===== src/rtl/rfm_pkg.sv =====
package rfm_pkg;

    // Width of the wrapping tick counter
    localparam int COUNT_BITS = 16;

    // Width of the reference rate register and of the quotient
    localparam int RATE_BITS = 20;
    localparam logic [RATE_BITS-1:0] RATE_RESET = RATE_BITS'(250000);

    // Width of the period field on the result word
    localparam int PERIOD_BITS = 16;

    // BCD digits needed to hold any quotient, and digits shown on the result
    localparam int BCD_DIGITS = 7;
    localparam int SHOWN_DIGITS = 5;
    localparam int BCD_BITS = 4 * BCD_DIGITS;

    // Step counter covers one quotient bit per cycle plus the finish step
    localparam int STEP_BITS = $clog2(RATE_BITS + 1);
    localparam logic [STEP_BITS-1:0] LAST_STEP = STEP_BITS'(RATE_BITS);

    // Add three to every BCD digit of five or more, ahead of the left shift
    function automatic logic [BCD_BITS-1:0] bcd_adjust(input logic [BCD_BITS-1:0] bcd);
        logic [BCD_BITS-1:0] res;
        res = bcd;
        for (int i = 0; i < BCD_DIGITS; i++)
        begin
            if (bcd[4*i +: 4] >= 4'd5)
            begin
                res[4*i +: 4] = bcd[4*i +: 4] + 4'd3;
            end
        end
        return res;
    endfunction

endpackage


===== src/rtl/reciprocal_frequency_meter.sv =====
// Reciprocal frequency meter. Each accepted input word is one reference tick
// carrying the sampled level of the measured signal. A rising edge arms the
// meter and clears the tick counter; the next rising edge closes the period
// and yields one result word: the period in ticks, ref_rate / period, and the
// low five decimal digits of that quotient, with flags for a zero period and
// for quotients above 99999. The edge that closes a period does not rearm, so
// every other period is measured. Words that do not close a period are taken
// one per cycle. A closing word starts a restoring divider that produces one
// quotient bit per cycle, MSB first, straight into a shift-add-3 BCD
// converter; input is stalled through the 20 quotient bits and the hand-off
// to the output register, longer if the previous result is still held. The user
// must write ref_rate via cfg_we/cfg_data only while idle; it is not enforced.
module reciprocal_frequency_meter
    import rfm_pkg::*;
(
    input  logic                   clk,
    input  logic                   rst_n,

    input  logic                   cfg_we,
    input  logic [RATE_BITS-1:0]   cfg_data,

    input  logic                   in_valid,
    output logic                   in_stall,
    input  logic                   signal_level,

    output logic                   out_valid,
    input  logic                   out_stall,
    output logic [PERIOD_BITS-1:0] period_ticks,
    output logic [RATE_BITS-1:0]   freq_hz,
    output logic [3:0]             digit_ten_thousands,
    output logic [3:0]             digit_thousands,
    output logic [3:0]             digit_hundreds,
    output logic [3:0]             digit_tens,
    output logic [3:0]             digit_ones,
    output logic                   over_range,
    output logic                   divide_by_zero
);

    typedef enum logic [0:0] {
        ST_IDLE,
        ST_DIVIDE
    } state_t;

    state_t                  state_reg;
    logic [RATE_BITS-1:0]    ref_rate_reg;
    logic                    prev_level_reg;
    logic                    phase_reg;
    logic [COUNT_BITS-1:0]   count_reg;
    logic [COUNT_BITS-1:0]   count_next;
    logic [STEP_BITS-1:0]    step_reg;
    logic                    dz_reg;

    // Divider and converter datapath
    logic [COUNT_BITS-1:0]   rem_reg;
    logic [COUNT_BITS-1:0]   rem_next;
    logic [RATE_BITS-1:0]    dvd_reg;
    logic [RATE_BITS-1:0]    quo_reg;
    logic [BCD_BITS-1:0]     bcd_reg;
    logic [BCD_BITS-1:0]     bcd_adj;
    logic [COUNT_BITS:0]     trial;
    logic                    qbit;

    // Output word registers
    logic                    out_valid_reg;
    logic [PERIOD_BITS-1:0]  period_reg;
    logic [RATE_BITS-1:0]    freq_reg;
    logic [4*SHOWN_DIGITS-1:0] digits_reg;
    logic                    over_reg;
    logic                    dz_out_reg;

    logic                    in_take;
    logic                    rising;
    logic                    closing;
    logic                    out_free;
    logic                    handoff;
    logic [COUNT_BITS+PERIOD_BITS-1:0] count_ext;

    assign in_stall = (state_reg != ST_IDLE);
    assign in_take  = in_valid && !in_stall;
    assign rising   = signal_level && !prev_level_reg;
    assign closing  = in_take && phase_reg && rising;
    assign out_free = !out_valid_reg || !out_stall;
    assign handoff  = (state_reg == ST_DIVIDE) && (step_reg == LAST_STEP) && out_free;

    assign count_next = count_reg + COUNT_BITS'(1);
    assign count_ext  = {{PERIOD_BITS{1'b0}}, count_reg};

    // One restoring division step; a zero divisor forces every quotient bit low
    assign trial    = {rem_reg, dvd_reg[RATE_BITS-1]};
    assign qbit     = !dz_reg && (trial >= {1'b0, count_reg});
    assign rem_next = qbit ? COUNT_BITS'(trial - {1'b0, count_reg})
                           : trial[COUNT_BITS-1:0];
    assign bcd_adj  = bcd_adjust(bcd_reg);

    // Control state, configuration and the output word
    always_ff @(posedge clk or negedge rst_n)
    begin
        if (!rst_n)
        begin
            state_reg      <= ST_IDLE;
            ref_rate_reg   <= RATE_RESET;
            prev_level_reg <= 1'b1;
            phase_reg      <= 1'b0;
            count_reg      <= '0;
            step_reg       <= '0;
            dz_reg         <= 1'b0;
            out_valid_reg  <= 1'b0;
            period_reg     <= '0;
            freq_reg       <= '0;
            digits_reg     <= '0;
            over_reg       <= 1'b0;
            dz_out_reg     <= 1'b0;
        end
        else
        begin
            if (cfg_we)
            begin
                ref_rate_reg <= cfg_data;
            end

            // Drop the output word once taken, unless a new one replaces it
            if (out_valid_reg && !out_stall && !handoff)
            begin
                out_valid_reg <= 1'b0;
            end

            case (state_reg)
                ST_IDLE:
                begin
                    if (in_take)
                    begin
                        prev_level_reg <= signal_level;
                        if (!phase_reg)
                        begin
                            // Arm on a rising edge
                            if (rising)
                            begin
                                phase_reg <= 1'b1;
                                count_reg <= '0;
                            end
                        end
                        else
                        begin
                            count_reg <= count_next;
                            if (rising)
                            begin
                                phase_reg <= 1'b0;
                                dz_reg    <= (count_next == '0);
                                step_reg  <= '0;
                                state_reg <= ST_DIVIDE;
                            end
                        end
                    end
                end
                ST_DIVIDE:
                begin
                    if (step_reg != LAST_STEP)
                    begin
                        step_reg <= step_reg + STEP_BITS'(1);
                    end
                    else if (out_free)
                    begin
                        // Hand the finished word to the output register
                        out_valid_reg <= 1'b1;
                        period_reg    <= count_ext[PERIOD_BITS-1:0];
                        freq_reg      <= quo_reg;
                        digits_reg    <= bcd_reg[4*SHOWN_DIGITS-1:0];
                        over_reg      <= |bcd_reg[BCD_BITS-1:4*SHOWN_DIGITS];
                        dz_out_reg    <= dz_reg;
                        state_reg     <= ST_IDLE;
                    end
                end
                default:
                begin
                    state_reg <= ST_IDLE;
                end
            endcase
        end
    end

    // Load and advance the divider and BCD shift registers
    always_ff @(posedge clk)
    begin
        if (closing)
        begin
            rem_reg <= '0;
            dvd_reg <= ref_rate_reg;
            quo_reg <= '0;
            bcd_reg <= '0;
        end
        else if (state_reg == ST_DIVIDE && step_reg != LAST_STEP)
        begin
            rem_reg <= rem_next;
            dvd_reg <= {dvd_reg[RATE_BITS-2:0], 1'b0};
            quo_reg <= {quo_reg[RATE_BITS-2:0], qbit};
            bcd_reg <= {bcd_adj[BCD_BITS-2:0], qbit};
        end
    end

    assign out_valid           = out_valid_reg;
    assign period_ticks        = period_reg;
    assign freq_hz             = freq_reg;
    assign digit_ten_thousands = digits_reg[19:16];
    assign digit_thousands     = digits_reg[15:12];
    assign digit_hundreds      = digits_reg[11:8];
    assign digit_tens          = digits_reg[7:4];
    assign digit_ones          = digits_reg[3:0];
    assign over_range          = over_reg;
    assign divide_by_zero      = dz_out_reg;

`ifndef ASSERT_OFF
    // A zero period gives an all-zero quotient and digits
    a_dz_zero: assert property (@(posedge clk) disable iff (!rst_n)
        out_valid && divide_by_zero |-> freq_hz == '0 && digit_ones == 4'd0
            && digit_ten_thousands == 4'd0 && !over_range)
        else $error("divide by zero word carries a nonzero quotient");

    // The range flag agrees with the binary quotient
    a_over_range: assert property (@(posedge clk) disable iff (!rst_n)
        out_valid |-> over_range == (freq_hz > RATE_BITS'(99999)))
        else $error("over_range disagrees with freq_hz");

    // Every shown digit is a decimal digit
    a_digits: assert property (@(posedge clk) disable iff (!rst_n)
        out_valid |-> digit_ones <= 4'd9 && digit_tens <= 4'd9
            && digit_hundreds <= 4'd9 && digit_thousands <= 4'd9
            && digit_ten_thousands <= 4'd9)
        else $error("result digit out of decimal range");

    // A word that closes a period starts the divider at step zero
    a_close_starts: assert property (@(posedge clk) disable iff (!rst_n)
        closing |=> state_reg == ST_DIVIDE && step_reg == '0 && !phase_reg)
        else $error("closing edge did not start the divider");

    // The step counter never runs past the finish step
    a_step_bound: assert property (@(posedge clk) disable iff (!rst_n)
        state_reg == ST_DIVIDE |-> step_reg <= LAST_STEP)
        else $error("divider step counter overran");
`endif

endmodule


===== config.mk =====
export PLATFORM = sky130hd
export DESIGN_NAME = reciprocal_frequency_meter
export DESIGN_NICKNAME = d
export VERILOG_FILES = /design/src/rtl/rfm_pkg.sv /design/src/rtl/reciprocal_frequency_meter.sv
export SDC_FILE = /design/constraint.sdc
export NUM_CORES = 1
export LEC_CHECK = 0
export BUFFER_PORTS_ARGS = -buffer_cell sky130_fd_sc_hd__buf_2
export CORE_ASPECT_RATIO = 2
export CORE_MARGIN = 10
export CORE_UTILIZATION = 35
export DETAILED_ROUTE_END_ITERATION = 16
export PLACE_DENSITY = 0.51
export REMOVE_ABC_BUFFERS = 1
export SLEW_MARGIN = 25
export SYNTH_ARGS = -nofsm -noshare
export SYNTH_HDL_FRONTEND = slang
export SYNTH_SLANG_ARGS = --single-unit
export TNS_END_PERCENT = 100

===== constraint.sdc =====
create_clock -name clk -period 2.2 [get_ports clk]
set_input_delay 0.22 -clock clk [delete_from_list [all_inputs] [get_ports clk]]
set_output_delay 0.22 -clock clk [all_outputs]
set_load 0.02 [all_outputs]

## Word-level counts from Yosys, hierarchy flattened

Cells that the tools add are included.

| cells by class | value |
|---|---|
| magnitude comparators | 8 |
| multiplexer cells | 29 |
| equality and inequality tests | 6 |
| add/sub/neg operators | 10 |
| reductions and logical operators | 26 |
| bitwise gates (word level) | 2 |

Operators by type and width:

| kind | count |
|---|---|
| 16-bit two-way mux | 3 |
| 20-bit two-way mux | 2 |
| 4-bit by 3-bit greater-or-equal comparator with 1-bit output, second input constant | 7 |
| 4-bit by 2-bit adder with 4-bit output, second input constant | 6 |
| 4-bit two-way mux | 6 |
| 5-bit two-way mux | 4 |
| 17-bit by 16-bit greater-or-equal comparator with 1-bit output | 1 |
| 16-bit by 1-bit adder with 16-bit output, second input constant | 1 |
| 16-bit logical NOT | 1 |
| 16-bit subtractor | 1 |
| 1-bit two-way mux | 11 |
| 1-bit logical AND | 10 |
| 5-bit case mux with 2 select lines | 1 |
| 4-bit AND reduction | 2 |
| 8-bit OR reduction | 1 |
| 1-bit logical NOT | 6 |
| 2-bit inequality test, second input constant | 3 |
| 3-bit AND reduction | 2 |
| 5-bit by 1-bit adder with 5-bit output, second input constant | 1 |
| 5-bit == test, second input constant | 1 |
| 5-bit inequality test, second input constant | 1 |
| 2-bit nonzero test | 2 |
| 3-bit by 2-bit adder with 3-bit output, second input constant | 1 |
| 3-bit two-way mux | 1 |
| other kinds (5) | 6 |

| word-level totals | value |
|---|---|
| bits of input ports | 26 |
| word-level logic and storage cells | 98 |
| bits in registers | 188 |

## Logic depth before layout (Yosys ltp)

| logic depth | value |
|---|---|
| word-level depth | 9 |
| gate-level depth with buffers | 12 |

## Least setup slack after synthesis

No wires, ideal clock.

| timing path | value |
|---|---|
| path type | reg-to-reg |
| from | register state_reg, in the netlist in_stall |
| to | register dvd_reg[0] (enable) |
| path slack | -0.266 ns |
| clock period less this slack | 2.466 ns |
| stages on the path, launching flop included | 8 |
| data arrival time | 2.074 ns |
| data required time | 1.808 ns |
| library setup time | 0.392 ns |
| cells stage by stage | dfrtp_1 buf_2 nor2b_2 and3_1 clkbuf_1 nor2_1 inv_2 clkbuf_1 |

| on the way | value |
|---|---|
| cells in the longest elaborated chain, start to end | 5 |

Ends and longest elaborated chain:

| what | line | RTL |
|---|---|---|
| from (decl) | reciprocal_frequency_meter.sv:44 | `state_t state_reg;` |
| from (signal assigned) | reciprocal_frequency_meter.sv:100 | `state_reg <= ST_IDLE;` |
| from (signal assigned) | reciprocal_frequency_meter.sv:150 | `state_reg <= ST_DIVIDE;` |
| from (signal assigned) | reciprocal_frequency_meter.sv:170 | `state_reg <= ST_IDLE;` |
| 1-bit logical NOT | reciprocal_frequency_meter.sv:79 | `assign in_take = in_valid && !in_stall;` |
| 1-bit logical AND | reciprocal_frequency_meter.sv:79 |  |
| 1-bit logical AND (2 in a row) | reciprocal_frequency_meter.sv:81 | `assign closing = in_take && phase_reg && rising;` |
| 2-bit nonzero test (no line) (*) | -- |  |
| to (signal assigned) | reciprocal_frequency_meter.sv:187 | `dvd_reg <= ref_rate_reg;` |
| to (signal assigned) | reciprocal_frequency_meter.sv:194 | `dvd_reg <= {dvd_reg[RATE_BITS-2:0], 1'b0};` |
| to (decl) | reciprocal_frequency_meter.sv:56 | `logic [RATE_BITS-1:0] dvd_reg;` |

Every way passes the cells marked *; elsewhere a longest branch is shown, timed or not.
A chain may end at the register's enable or synchronous reset.

## Final worst setup path

| timing path | value |
|---|---|
| from | register count_reg[0] |
| to | register rem_reg[10] |

| on the way | value |
|---|---|
| cells in the longest elaborated chain, start to end | 3 |

Ends and longest elaborated chain:

| what | line | RTL |
|---|---|---|
| from (decl) | reciprocal_frequency_meter.sv:48 | `logic [COUNT_BITS-1:0] count_reg;` |
| from (signal assigned) | reciprocal_frequency_meter.sv:144 | `count_reg <= count_next;` |
| 17-bit by 16-bit greater-or-equal comparator with 1-bit output | reciprocal_frequency_meter.sv:90 | `assign qbit = !dz_reg && (trial >= {1'b0, count_reg});` |
| 1-bit logical AND | reciprocal_frequency_meter.sv:90 |  |
| 16-bit two-way mux (*) | reciprocal_frequency_meter.sv:91 | `assign rem_next = qbit ? COUNT_BITS'(trial - {1'b0, count_reg})` |
| to (signal assigned) | reciprocal_frequency_meter.sv:193 | `rem_reg <= rem_next;` |
| to (decl) | reciprocal_frequency_meter.sv:54 | `logic [COUNT_BITS-1:0] rem_reg;` |

Marked as above.

==> metrics.cfg <==
[outcome]
outcome=finished with violations
violations=setup timing

[timing]
holdWs_ns=0.0365
hold_violations=0
worst_clock_skew_ns=0.00997
setup_viol=2
setup_slack_ns=-0.0420
clock.fmax_mhz=446
slew_violations=0
fin_crit_ns=2.24
fin_crit_sh_pct=102
slew_headroom_pct=59.2
worst_pin_slew_ns=0.612
rsz0062_at_grt=yes

[finish]
area_delta_synth_final_pct=30.9
final_common_cell=nand2_1
largest_reg_flops=27
fill_cells=2345
drive_gt1_share_pct=32.5
layout_common_cells=127 x nand2_1, 99 x buf_4, 95 x dfrtp_1
antennaDiodeCount=0
nets=1115

[min_path]
holdCritPathClass=input pin to register
hold_start=cfg_data[7]

[pwr]
ir_worst_vdd_mv=0.561
sw_frac_of_total_pct=39.0
power_frac_seq_pct=32.6
clockPowerShare_pct=18.0
p_leak_nw=5.14
p_int_w=0.0107
finalPower_w=0.0175
p_sw_w=0.00681
power_frac_comb_pct=49.4
p_per_area_nw_per_um2=1540

[global_route]
overflow=0
grt_use_total_pct=14.6
grt_start_max_net_pins=104
antenna_found_initial=0
grt_pass1_vias=7288
grt_pass1_wl_microns=37400

[clocking]
htree_num_levels=4
cts-root-buf=clkbuf_16
clockBufferDepth=2
clock-sinks=186
cts_buffers=17
clock_latency_ns=0.45
clk_pin_slew_worst_paths_ns=0.07
cts_tree=done

[floorplan]
rows=81
start_util_pct=35.6
die_h_microns=243
ios=86
core_area_sq_um=24400
die-area_sq_um=31900
die_w_microns=131

[placed_design]
gp_congestion=0.885
port_buffers=85
dpl.hpwl_microns=16600

[logic_synthesis]
async_flop_share_pct=55.4
synth_cells=863
yosys.cell_types.count=71
synth_edf_count=20
synth_seq_cells=186
ys.flop_type=dfrtp_1
synth_seq_area_share_pct=51.2
yosysWarnings=0
syn_area_sq_um=8690
synth.avg_cell_area_sq_um=10.1

[worst_setup_path]
worstSetupPathType=register to register
end_kind=register
cp_max_fo=3
worstSetupStartpoint=count_reg[0]
critPathLaunchType=register
r2r-start=count_reg[0]
worstPathRequired_ns=2.58
cp.arrival_ns=2.62

[drt]
vias=6941
drtPass1Iterations=4
ant_nets=0
viasPerCell=4.97
routedWlPerCell_microns=16.5
drc_errors=0
first_iter_violations=345
wirelength_microns=23000

[job]
cap_violations=0

## stage by stage
stage	util (%)	setup slack [ns]	instance area (sq um)	TNS, ns	std cells
after global placement	41.6	-0.256	10200	-1.98	1332
after CTS	45.7	-0.0332	11200	-0.0504	1390
final	46.6	-0.0420	11400	-0.0684	1396
after detailed placement	41.6	-0.314	10200	-2.55	1332
after floorplan	-	-1.41	8480	-125.53	817
after global routing	46.6	-0.181	11400	-1.46	1396
## synth_stat cells (3+ instances only)
master    instances  area, sq um
a32oi_1           4         35.0
inv_1            39          146
o31ai_1           5         37.5
nand2b_1         11         68.8
a21oi_1          52          260
a32o_1            3         30.0
a31oi_1           4         25.0
o32ai_1           4         35.0
buf_1             4         15.0
ha_1             37          463
o211ai_1          5         37.5
dfxtp_1          63         1260
mux2_2           53          597
nand3_1          28          140
o22ai_1          13         81.3
o21ai_0          79          395
nand4_1          13         81.3
nor2_1           30          113
clkbuf_1         30          113
a21o_1            9         67.6
or3_1            10         62.6
nor2b_1           3         18.8
buf_2             7         35.0
xor2_1           10         87.6
dfstp_2           8          210
xnor2_1          13          114
a211oi_1          4         30.0
nand2_1         128          480
dfrtp_1          95         2380
nor3_1            4         20.0
edfxtp_1         20          601
a22o_1           19          166
mux2i_1           5         50.1
## layout make-up
type	instances	area, sq um	share of cell area (%)
Clock buffer	23	478	4.20
Clock inverter	9	110	0.968
Inverter	41	154	1.35
Multi-Input combinational cell	590	4220	37.1
Sequential cell	186	4450	39.1
Tap cell	332	415	3.65
Timing Repair Buffer	215	1550	13.6
## routing by layer
metal  share of wire, %  global-route usage [%]  wire (microns)
met5                  0                       0               0
met4                3.4                    7.66             782
met3                2.6                    2.96             588
met2                 58                    28.4           13300
met1                 36                    13.8            8370
## power by group through the flow
stage / Clock, W / Combinational (W) / Sequential (W)
after detailed placement: 0 / 0.00787 / 0.00572
after global routing: 0.00337 / 0.00958 / 0.00588
after CTS: 0.00323 / 0.00836 / 0.00570
final: 0.00314 / 0.00864 / 0.00570
after floorplan: 0 / 0.00434 / 0.00602
after global placement: 0 / 0.00781 / 0.00570
## worst paths after layout
kind	slack, ns	endpoint	cells after the start
setup reg to reg	-0.04	rem_reg[10]	10
max in group asynchronous	1.33	freq_hz[18]	3
setup / recovery	-0.04	rem_reg[10]	10
hold reg to reg	0.47	quo_reg[19]	1
min in group asynchronous	0.38	ref_rate_reg[10]	3
hold / removal	0.04	ref_rate_reg[7]	2
## logic make-up after synthesis
kind of cell | Yosys count | share of synthesized area, %
AND/OR/NAND/NOR | 248 | 13.3
AO/OA/AOI/OAI | 223 | 16.0
flip-flops | 186 | 51.2
buffers and inverters | 87 | 4.13
multiplexers | 58 | 7.45
adder cells (fa/ha/maj) | 38 | 5.56
XOR/XNOR | 23 | 2.32
## worst max-delay path, cell delays in order, from the launching register on
cell,delay (ns)
dfrtp_1,0.42
ha_4,0.18
fa_2,0.34
nand2b_4,0.15
buf_4,0.14
a21oi_2,0.13
o22a_1,0.19
a21o_1,0.14
a211oi_2,0.06
or3_1,0.30
o22ai_1,0.12
## what timing repair did
action	in CTS	in global routing
pin swaps	13	16
cloned	0	0
setup endpoints to repair	18	19
setup buffers	6	6
hold endpoints to repair	114	0
gates resized for setup	41	29
hold buffers	20	0
No activity file was read; power rests on OpenSTA's default activity.
